`config.mk`:
```
export PLATFORM = sky130hd
export DESIGN_NAME = sensor_request_queue_sequencer_flat
export DESIGN_NICKNAME = d
export VERILOG_FILES = /design/src/rtl/srqs_pkg.sv /design/src/rtl/srqs_if.sv /design/src/rtl/srqs_ctrl.sv /design/src/rtl/srqs_datapath.sv /design/src/rtl/sensor_request_queue_sequencer.sv /design/src/flat_wrapper.sv
export SDC_FILE = /design/constraint.sdc
export NUM_CORES = 1
export LEC_CHECK = 0
export ABC_CLOCK_PERIOD_IN_PS = 3180
export BUFFER_PORTS_ARGS = -buffer_cell sky130_fd_sc_hd__buf_2
export CAP_MARGIN = 20
export CORE_AREA = 8 8 117 119
export CTS_BUF_LIST = sky130_fd_sc_hd__clkbuf_8
export DETAILED_ROUTE_END_ITERATION = 8
export DIE_AREA = 0 0 125 127
export GPL_TIMING_DRIVEN = 1
export PLACE_DENSITY = 0.63
export SETUP_SLACK_MARGIN = 0.5
export SLEW_MARGIN = 30
export SYNTH_ARGS = -nofsm -noshare
export SYNTH_HDL_FRONTEND = slang
export SYNTH_SLANG_ARGS = --single-unit
```
`constraint.sdc`:
```
create_clock -name clk -period 3.18 [get_ports clk]
set_input_delay 0.636 -clock clk [delete_from_list [all_inputs] [get_ports clk]]
set_output_delay 0.636 -clock clk [all_outputs]
set_load 0.05 [all_outputs]
```
`src/rtl/srqs_pkg.sv`:
```
// shared constants, types and helper functions for the sensor request queue sequencer
package srqs_pkg;

  localparam int QUEUE_DEPTH  = 16;
  localparam int SENSOR_COUNT = 16;

  localparam int PTR_W    = $clog2(QUEUE_DEPTH);
  localparam int SENSOR_W = 4;
  localparam int MAP_W    = 16;
  localparam int ACTION_W = 2;

  localparam logic MODE_ENQUEUE = 1'b0;
  localparam logic MODE_TICK    = 1'b1;

  typedef enum logic [ACTION_W-1:0] {
    ACT_NONE = 2'd0,
    ACT_SEND = 2'd1,
    ACT_RECV = 2'd2
  } action_t;

  // controller to datapath
  typedef struct packed {
    logic    load;
    logic    push;
    logic    pop;
    logic    set_rx;
    logic    finish;
    logic    active;
    logic    rejected;
    logic    done;
    action_t action;
  } dp_cmd_t;

  // datapath to controller
  typedef struct packed {
    logic ring_full;
    logic ring_empty;
    logic need_next;
    logic rx_phase;
    logic sends_first;
  } dp_status_t;

  function automatic logic [PTR_W-1:0] ptr_next(input logic [PTR_W-1:0] p);
    logic [PTR_W-1:0] r;
    if (p == PTR_W'(QUEUE_DEPTH - 1)) begin
      r = '0;
    end else begin
      r = p + PTR_W'(1);
    end
    return r;
  endfunction

  // sensors past the populated range are receive only
  function automatic logic kind_bit(input logic [MAP_W-1:0] map,
                                    input logic [SENSOR_W-1:0] s);
    logic r;
    if (int'(s) >= SENSOR_COUNT) begin
      r = 1'b0;
    end else begin
      r = map[s];
    end
    return r;
  endfunction

endpackage

```
`src/rtl/srqs_if.sv`:
```
// handshake channel interfaces: input items, results and register writes
interface srqs_item_if;
  import srqs_pkg::*;
  logic                valid;
  logic                ready;
  logic                mode;
  logic [SENSOR_W-1:0] sensor_index;
  logic                bus_refused;
  modport source (output valid, mode, sensor_index, bus_refused, input ready);
  modport sink (input valid, mode, sensor_index, bus_refused, output ready);
endinterface

interface srqs_result_if;
  import srqs_pkg::*;
  logic                valid;
  logic                ready;
  logic                enqueue_rejected;
  logic [ACTION_W-1:0] action;
  logic [SENSOR_W-1:0] target_sensor;
  logic                request_done;
  modport source (output valid, enqueue_rejected, action, target_sensor, request_done,
                  input ready);
  modport sink (input valid, enqueue_rejected, action, target_sensor, request_done,
                output ready);
endinterface

interface srqs_cfg_if;
  import srqs_pkg::*;
  logic             valid;
  logic             ready;
  logic [MAP_W-1:0] data;
  modport source (output valid, data, input ready);
  modport sink (input valid, data, output ready);
endinterface

```
`src/rtl/srqs_ctrl.sv`:
```
// controller: output register occupancy and per-item step decisions
module srqs_ctrl (
  input  logic                   clk,
  input  logic                   rst,
  input  logic                   item_valid,
  output logic                   item_ready,
  input  logic                   mode,
  input  logic                   bus_refused,
  output logic                   result_valid,
  input  logic                   result_ready,
  input  srqs_pkg::dp_status_t   status,
  output srqs_pkg::dp_cmd_t      cmd
);
  import srqs_pkg::*;

  typedef enum logic [1:0] {
    ST_EMPTY = 2'b01,
    ST_FULL  = 2'b10
  } state_t;

  state_t state, state_next;
  logic   step;
  logic   send_now;

  assign item_ready   = (state == ST_EMPTY) || result_ready;
  assign result_valid = (state == ST_FULL);
  assign step         = item_valid && item_ready;
  assign send_now     = status.sends_first && !status.rx_phase;

  always_comb begin
    cmd          = '0;
    cmd.action   = ACT_NONE;
    cmd.load     = step;
    if (step) begin
      if (mode == MODE_ENQUEUE) begin
        cmd.rejected = status.ring_full;
        cmd.push     = !status.ring_full;
      end else if (!(status.need_next && status.ring_empty)) begin
        cmd.active = 1'b1;
        cmd.pop    = status.need_next;
        if (send_now) begin
          cmd.action = ACT_SEND;
          cmd.set_rx = !bus_refused;
        end else begin
          cmd.action = ACT_RECV;
          cmd.finish = !bus_refused;
          cmd.done   = !bus_refused;
        end
      end
    end
  end

  always_comb begin
    state_next = state;
    case (state)
      ST_EMPTY: if (step) state_next = ST_FULL;
      ST_FULL:  if (result_ready && !step) state_next = ST_EMPTY;
      default:  state_next = ST_EMPTY;
    endcase
  end

  always_ff @(posedge clk) begin
    if (rst) begin
      state <= ST_EMPTY;
    end else begin
      state <= state_next;
    end
  end

endmodule

```
`src/rtl/srqs_datapath.sv`:
```
// datapath: request ring, pointers, request progress, sensor kind map, result register
module srqs_datapath (
  input  logic                            clk,
  input  logic                            rst,
  input  logic [srqs_pkg::SENSOR_W-1:0]   sensor_index,
  input  logic                            cfg_we,
  input  logic [srqs_pkg::MAP_W-1:0]      cfg_data,
  input  srqs_pkg::dp_cmd_t               cmd,
  output srqs_pkg::dp_status_t            status,
  output logic                            enqueue_rejected,
  output logic [srqs_pkg::ACTION_W-1:0]   action,
  output logic [srqs_pkg::SENSOR_W-1:0]   target_sensor,
  output logic                            request_done
);
  import srqs_pkg::*;

  logic [SENSOR_W-1:0] ring [QUEUE_DEPTH];
  logic [PTR_W-1:0]    rd_ptr;
  logic [PTR_W-1:0]    wr_ptr;
  logic                need_next;
  logic                rx_phase;
  logic [SENSOR_W-1:0] cur_sensor;
  logic [MAP_W-1:0]    kind_map;
  logic [SENSOR_W-1:0] sensor_sel;

  // a pop takes the head entry, otherwise the request in progress
  assign sensor_sel = need_next ? ring[rd_ptr] : cur_sensor;

  assign status.ring_full   = (ptr_next(wr_ptr) == rd_ptr);
  assign status.ring_empty  = (rd_ptr == wr_ptr);
  assign status.need_next   = need_next;
  assign status.rx_phase    = rx_phase;
  assign status.sends_first = kind_bit(kind_map, sensor_sel);

  always_ff @(posedge clk) begin
    if (cmd.push) begin
      ring[wr_ptr] <= sensor_index;
    end
  end

  always_ff @(posedge clk) begin
    if (rst) begin
      rd_ptr     <= '0;
      wr_ptr     <= '0;
      need_next  <= 1'b1;
      rx_phase   <= 1'b0;
      cur_sensor <= '0;
      kind_map   <= '0;
    end else begin
      if (cfg_we) begin
        kind_map <= cfg_data;
      end
      if (cmd.push) begin
        wr_ptr <= ptr_next(wr_ptr);
      end
      if (cmd.pop) begin
        rd_ptr     <= ptr_next(rd_ptr);
        cur_sensor <= ring[rd_ptr];
      end
      // a request popped and finished on the same tick still wants the next one
      if (cmd.finish) begin
        need_next <= 1'b1;
      end else if (cmd.pop) begin
        need_next <= 1'b0;
      end
      if (cmd.set_rx) begin
        rx_phase <= 1'b1;
      end else if (cmd.finish) begin
        rx_phase <= 1'b0;
      end
    end
  end

  always_ff @(posedge clk) begin
    if (cmd.load) begin
      enqueue_rejected <= cmd.rejected;
      action           <= cmd.action;
      target_sensor    <= cmd.active ? sensor_sel : '0;
      request_done     <= cmd.done;
    end
  end

endmodule

```
`src/rtl/sensor_request_queue_sequencer.sv`:
```
// top level of the sensor request queue sequencer
//
// Each accepted item is either an enqueue of a sensor index into a ring queue
// (QUEUE_DEPTH slots, one kept empty, so QUEUE_DEPTH-1 requests at most) or a
// service tick that advances the request in progress by one bus step. Every
// item gives exactly one result: a reject flag for enqueues, or the action
// tried on a tick (none, send, receive), its target sensor and a done flag
// when the final receive of a request went through. The kind register holds
// one bit per sensor (set: send then receive, clear: receive only) and is read
// anew on every tick. An item is taken every cycle while the input is ready:
// the whole decision is combinational logic, its result is loaded into the
// output register at the transfer edge and is offered from the next cycle on.
// The input is ready whenever that output register is empty or being drained
// in the same cycle, so a stalled result holds off only the next item. Register
// writes are always ready and apply to items transferred after the write edge.
module sensor_request_queue_sequencer (
  input logic         clk,
  input logic         rst,
  srqs_item_if.sink   item,
  srqs_result_if.source result,
  srqs_cfg_if.sink    cfg
);
  import srqs_pkg::*;

  dp_cmd_t    cmd;
  dp_status_t status;

  // register writes never stall
  assign cfg.ready = 1'b1;

  // handshakes and the per-item decision
  srqs_ctrl u_ctrl (
    .clk          (clk),
    .rst          (rst),
    .item_valid   (item.valid),
    .item_ready   (item.ready),
    .mode         (item.mode),
    .bus_refused  (item.bus_refused),
    .result_valid (result.valid),
    .result_ready (result.ready),
    .status       (status),
    .cmd          (cmd)
  );

  // queue storage, request progress and the result register
  srqs_datapath u_datapath (
    .clk              (clk),
    .rst              (rst),
    .sensor_index     (item.sensor_index),
    .cfg_we           (cfg.valid),
    .cfg_data         (cfg.data),
    .cmd              (cmd),
    .status           (status),
    .enqueue_rejected (result.enqueue_rejected),
    .action           (result.action),
    .target_sensor    (result.target_sensor),
    .request_done     (result.request_done)
  );

endmodule
```
`src/flat_wrapper.sv`:
```
// flat-port wrapper written by rule: the top's interface ports become plain ports
module sensor_request_queue_sequencer_flat import srqs_pkg::*;
  (clk, rst, item_valid, item_mode, item_sensor_index, item_bus_refused, item_ready, result_valid, result_enqueue_rejected, result_action, result_target_sensor, result_request_done, result_ready, cfg_valid, cfg_data, cfg_ready);
  srqs_item_if item_i ();
  srqs_result_if result_i ();
  srqs_cfg_if cfg_i ();
  input logic clk;
  input logic rst;
  input wire logic [$bits(item_i.valid)-1:0] item_valid;
  input wire logic [$bits(item_i.mode)-1:0] item_mode;
  input wire logic [$bits(item_i.sensor_index)-1:0] item_sensor_index;
  input wire logic [$bits(item_i.bus_refused)-1:0] item_bus_refused;
  output wire logic [$bits(item_i.ready)-1:0] item_ready;
  output wire logic [$bits(result_i.valid)-1:0] result_valid;
  output wire logic [$bits(result_i.enqueue_rejected)-1:0] result_enqueue_rejected;
  output wire logic [$bits(result_i.action)-1:0] result_action;
  output wire logic [$bits(result_i.target_sensor)-1:0] result_target_sensor;
  output wire logic [$bits(result_i.request_done)-1:0] result_request_done;
  input wire logic [$bits(result_i.ready)-1:0] result_ready;
  input wire logic [$bits(cfg_i.valid)-1:0] cfg_valid;
  input wire logic [$bits(cfg_i.data)-1:0] cfg_data;
  output wire logic [$bits(cfg_i.ready)-1:0] cfg_ready;
  assign item_i.valid = item_valid;
  assign item_i.mode = item_mode;
  assign item_i.sensor_index = item_sensor_index;
  assign item_i.bus_refused = item_bus_refused;
  assign item_ready = item_i.ready;
  assign result_valid = result_i.valid;
  assign result_enqueue_rejected = result_i.enqueue_rejected;
  assign result_action = result_i.action;
  assign result_target_sensor = result_i.target_sensor;
  assign result_request_done = result_i.request_done;
  assign result_i.ready = result_ready;
  assign cfg_i.valid = cfg_valid;
  assign cfg_i.data = cfg_data;
  assign cfg_ready = cfg_i.ready;
  sensor_request_queue_sequencer u_core (.clk(clk), .rst(rst), .item(item_i), .result(result_i), .cfg(cfg_i));
endmodule
```
-- Word level (Yosys, flattened, before mapping)
Memory sizes are Yosys's and may differ from the RTL's. A register that Yosys moved wholly into a read port is not among the register bits.
Cells that the tools add are included.
- register bits after elaboration: 40
- memory bits (writable): 64
- output and inout port bits: 11
- logic and storage cells: 63
- memories: 1
- add/subtract/negate cells: 2
- magnitude comparators: 1
- equality and inequality tests: 8
- mux-type cells: 24
- bitwise operators: 2
- reductions and logical operators: 14
- memories (memory ; words ; bits a word ; read ports ; clocked after Yosys merged registers in ; write ports ; RTL line ; text):
    u_core.u_datapath.ring ; 16 ; 4 ; 1 ; 1 ; 1 ; srqs_datapath.sv:17 ; logic [SENSOR_W-1:0] ring [QUEUE_DEPTH];
- operators by type and width (cell ; number):
    $mux W4 ; 7
    $mux W1 ; 9
    $mux W9 ; 1
    $add A4 B1 Y4 const B ; 2
    $eq A4 B4 Y1 ; 2
    $eq A4 B4 Y1 const B ; 2
    $mux W2 ; 3
    $mux W3 ; 2
    $lt A4 B5 Y1 const B ; 1
    $bmux W1 S4 ; 1
    $logic_and A1 B1 Y1 ; 4
    $logic_not A1 Y1 ; 4
    $pmux W2 S2 ; 1
    $reduce_or A2 Y1 ; 2
    $reduce_or A3 Y1 ; 1
    $eq A2 B1 Y1 const B ; 1
    $eq A2 B2 Y1 const B ; 1
    $ne A2 B1 Y1 const B ; 1
    $ne A2 B2 Y1 const B ; 1
    $not A1 Y1 ; 2
    $reduce_and A2 Y1 ; 1
    $reduce_bool A2 Y1 ; 1
    $logic_or A1 B1 Y1 ; 1

-- Depth between registers and ports, before layout
- word-level depth: 10
- mapped depth: 9

-- Hierarchy
A second synthesis with hierarchy kept.
- cell total of the unflattened synthesis: 332
- area, all modules: 4684.5 sq um
- by module, submodules not included (module ; times used ; cells each ; area each (sq um)):
    srqs_datapath ; 1 ; 304 ; 4461.8
    srqs_ctrl ; 1 ; 26 ; 211.5
    sensor_request_queue_sequencer ; 1 ; 2 ; 11.3

-- Worst setup path after synthesis
OpenSTA, ideal clock, no wires.
- path kind: register -> register
- start: register (tool-made name)
- end: register u_core.u_datapath.request_done (data pin)
- library setup time: 263 ps
- arrival time: 2731 ps
- setup slack: 186 ps
- cell stages (with the launch flop): 10
- period minus slack after synthesis: 2994 ps
- cell sequence: dfxtp_1 -> buf_6 -> mux4_2 -> mux4_2 -> a21o_1 -> buf_6 -> mux4_2 -> a2bb2o_4 -> o31ai_1 -> nor2_1
- RTL lines (what ; RTL line ; text):
    end signal: assignment ; srqs_datapath.sv:79 ; request_done <= cmd.done;
    end: declaration ; srqs_datapath.sv:13 ; output logic request_done

==> summary.txt <==
Clock network
  • CTS tree: done
  • CTS clock-pin slew for the worst setup and hold paths: 0.10 ns
  • Max Buffers Root-to-Sink: 2
  • CTS root buf: clkbuf_8
  • Clock buffer count from CTS: 9
  • Worst-Skew Late Latency: 0.37 ns
  • H-tree levels: 3
  • CTS Sinks: 108

Run
  • MaxCap Viol Count: 0

Worst hold path
  • Class of the worst hold path: flip-flop to flip-flop
  • Hold Path Stages: 2
  • Min-delay src: u_core.u_datapath.cur_sensor[3]
  • Worst Hold Path EP: u_core.u_datapath.cur_sensor[3]

Finish
  • Synthesis-to-layout area growth: 16.5%
  • Final Net Count: 429
  • Layout Cells excl Fill: 549
  • Final instance area: 5420 µm²
  • Layout cells sized above 1: 31.3%
  • # diodes: 0

Place
  • Placer congestion estimate: 0.760
  • Place WS: 0.0864 ns
  • Inst Count DP: 526
  • Placed Area: 5110 µm²
  • IO Port Bufs: 36
  • Final HPWL DP: 6970 µm

STA
  • WHS: 0.463 ns
  • Fmax: 352 MHz
  • Final worst slack: 0.338 ns
  • Final Max Tran Viols: 0
  • Worst Skew: 0.00944 ns
  • Final Hold Viols: 0
  • Setup_tns: 0 ns
  • Tmin final: 2.84 ns
  • Final period util: 89.4%
  • Setup-failing EPs final: 0
  • Slew at the pin closest to its max-slew limit: 0.689 ns
  • RSZ-0062 raised after global routing: true
  • Slew Limit Headroom: 53.6%

Detailed routing
  • Wirelength per Cell: 17.5 µm
  • Residual DRC count: 0
  • Routed vias/inst: 5.26
  • DRT iter0 DRCs: 185
  • Via count: 2886
  • DRT Wirelength: 9590 µm
  • Post-route ant nets: 0
  • Drt first pass iters: 4

Global route
  • Remaining global-route overflow: 0
  • Number of global-route vias before repair: 2835
  • Gr usage total: 12.5%
  • Pin count of the biggest net entering global routing: 33
  • Initial antenna violation count: 0
  • Met3 Use GR: 3.49%
  • Met1 Usage GRT: 15.6%
  • Wire length of the first global-routing pass: 15500 µm
  • GR Layer Usage met2: 20.5%
  • Busiest metal layer after global routing: met2

Floorplan
  • Initial Util: 39.4%
  • Die X: 125 µm
  • Die Footprint: 15900 µm²
  • Die Y: 127 µm
  • Core box area: 11800 µm²
  • # rows: 40
  • I/O pin count: 38

Yosys
  • Post-synth EDFFs: 72
  • Gate Count Post-Synth: 340
  • Cell variety after synth: 53
  • Flops & latches, synth: 108
  • Synth Cell Area: 4660 µm²
  • Top_reg_cell synth: edfxtp_1
  • Synth async-reset ratio: 0%
  • Seq/Total Area, Yosys: 61.9%
  • Synth warn: 0
  • Mapped Avg Cell Area: 13.7 µm²
  • Post-Syn Nets: 372

Power
  • P_leak: 0.00196 µW
  • Power per cell area: 490 nW/µm²
  • Maximum vdd ir drop: 216 µV

Setup path
  • Worst r2r path cells: 7
  • CP Data Required Time: 3.30 ns
  • Crit-path slowest cell: mux4_2
  • Slowest stage delay, CP: 0.52 ns
  • CP Class: flip-flop to flip-flop
  • RR Endpoint: u_core.u_datapath.action[0]
  • Cell mode on critical path: mux4_2
  • Crit path cell chain: mux4_2, mux4_2, a21o_4, mux4_2, a2bb2o_4, o211ai_4, nor3b_2
  • R2R Setup Slk: 0.34 ns
  • Worst-path maximum fanout: 7
  • CP arrival: 2.96 ns
  • Startpoint Class: flip-flop
  • Worst setup EP type: flip-flop

Status
  • Outcome: completed
cells by family (layout without fill, tap and decap cells):
kind of cell    count (synthesis)  in the layout  share of synthesized area (%)
compound gates                 43             43                           6.96
mux                            47             47                           15.4
xor+xnor                        9              9                           1.69
other cells                     1              1                         0.0805
simple gates                   97             97                           9.75
buf+inv                        30             92                           2.88
flops                         108            108                           61.9
fa+ha+maj                       5              5                           1.34
registers in the layout (all words and copies together), names as in the netlist, 2 cells and up, named ones only:
name / flops
u_core.u_datapath.ring: 64
u_core.u_datapath.action: 2
u_core.u_datapath.cur_sensor: 4
u_core.u_datapath.rd_ptr: 4
u_core.u_datapath.target_sensor: 4
u_core.u_ctrl.state: 2
u_core.u_datapath.kind_map: 16
u_core.u_datapath.wr_ptr: 4
metrics by stage:
stage / total power [µW] / utilization (%)
floorplan: 1790 / -
finish: 2660 / 45.9
detailed placement: 1880 / 43.2
CTS: 2670 / 45.5
global route: 2760 / 45.9
global placement: 1880 / 43.2
layer usage:
layer	vias up	wire length, µm	part of all wire, %
met5	-	0	0
met4	0	172	1.8
met3	13	536	5.6
met2	69	4620	48
met1	1422	4260	44
li1	1382	-	-
power by group:
part / switching [µW] / leakage (µW) / internal, µW / total (µW)
registers: 28.2 / 0.000954 / 1530 / 1560
clock network: 488 / 0.0000923 / 299 / 786
logic: 181 / 0.000917 / 135 / 316
layout by cell type (no fill, tap or decap), drive strengths merged, types with 2 or more instances in the layout:
cell	n
xor2	8
nor3b	2
buf	63
nor3	6
o31ai	2
clkbuf	9
inv	16
and2	2
a311oi	3
a211oi	4
nor2b	5
mux2i	27
dfxtp	36
or2	5
edfxtp	72
mux2	2
ha	5
o211ai	2
mux4	18
clkinv	3
nand2	16
nor4	2
nand2b	5
a211o	3
nand4	2
o21ai	6
nor2	45
and3	2
a21oi	11
or3	3
critical path, delay by kind of cell, from the launching register on:
kind / cells / cell delay, ns
mux: 3 / 1.46
compound gates: 3 / 0.57
simple gates: 1 / 0.15
flops: 1 / 0.42
cell usage after synthesis, types with 2 or more instances:
cell type  number  area (µm²)
a211o_2         2        20.0
a211oi_1        4        30.0
a21oi_1        10        50.1
a311oi_1        3        26.3
and2_1          2        12.5
and3_1          2        12.5
buf_1           2        7.51
buf_2           2        10.0
buf_6           2        22.5
clkbuf_1       10        37.5
dfxtp_1        36         721
edfxtp_1       72        2160
ha_1            5        62.6
inv_1          13        48.8
mux2_2          2        22.5
mux2i_1        27         270
mux4_1          5         131
mux4_2         13         293
nand2_1        16        60.1
nand2b_1        5        31.3
nand4_1         2        12.5
nor2_1         45         169
nor2b_1         5        31.3
nor3_1          6        30.0
nor3b_1         2        15.0
nor4_1          2        12.5
o21ai_0         5        25.0
o31ai_1         2        15.0
or2_2           5        31.3
or3_1           3        18.8
xor2_1          8        70.1
timing repair:
item / CTS / global route
endpoints found under the setup margin: 21 / 70
hold buffers: 0 / 0
gates resized for setup: 15 / 14
pin swaps: 2 / 7
setup buffers: 7 / 0
layout make-up:
type / instances / area [µm²]
clock buffer: 9 / 124
clock inverter: 7 / 61.3
fill: 1076 / 6390
inverter: 13 / 48.8
multi-input combinational: 202 / 1720
sequential: 108 / 2890
tap: 147 / 184
timing repair buffer: 63 / 394
worst max-delay path by stage:
stage                                  endpoint  slack [ns]  depth (start not counted)
finish              u_core.u_datapath.action[0]        0.34                          7
global route        u_core.u_datapath.action[0]        0.28                          9
CTS                 u_core.u_datapath.action[0]        0.35                          7
detailed placement  u_core.u_datapath.action[0]        0.09                          7
global placement    u_core.u_datapath.action[0]        0.14                          7
floorplan           u_core.u_datapath.action[0]        0.27                          9
Note: power is estimated with default switching activity, not from simulation.
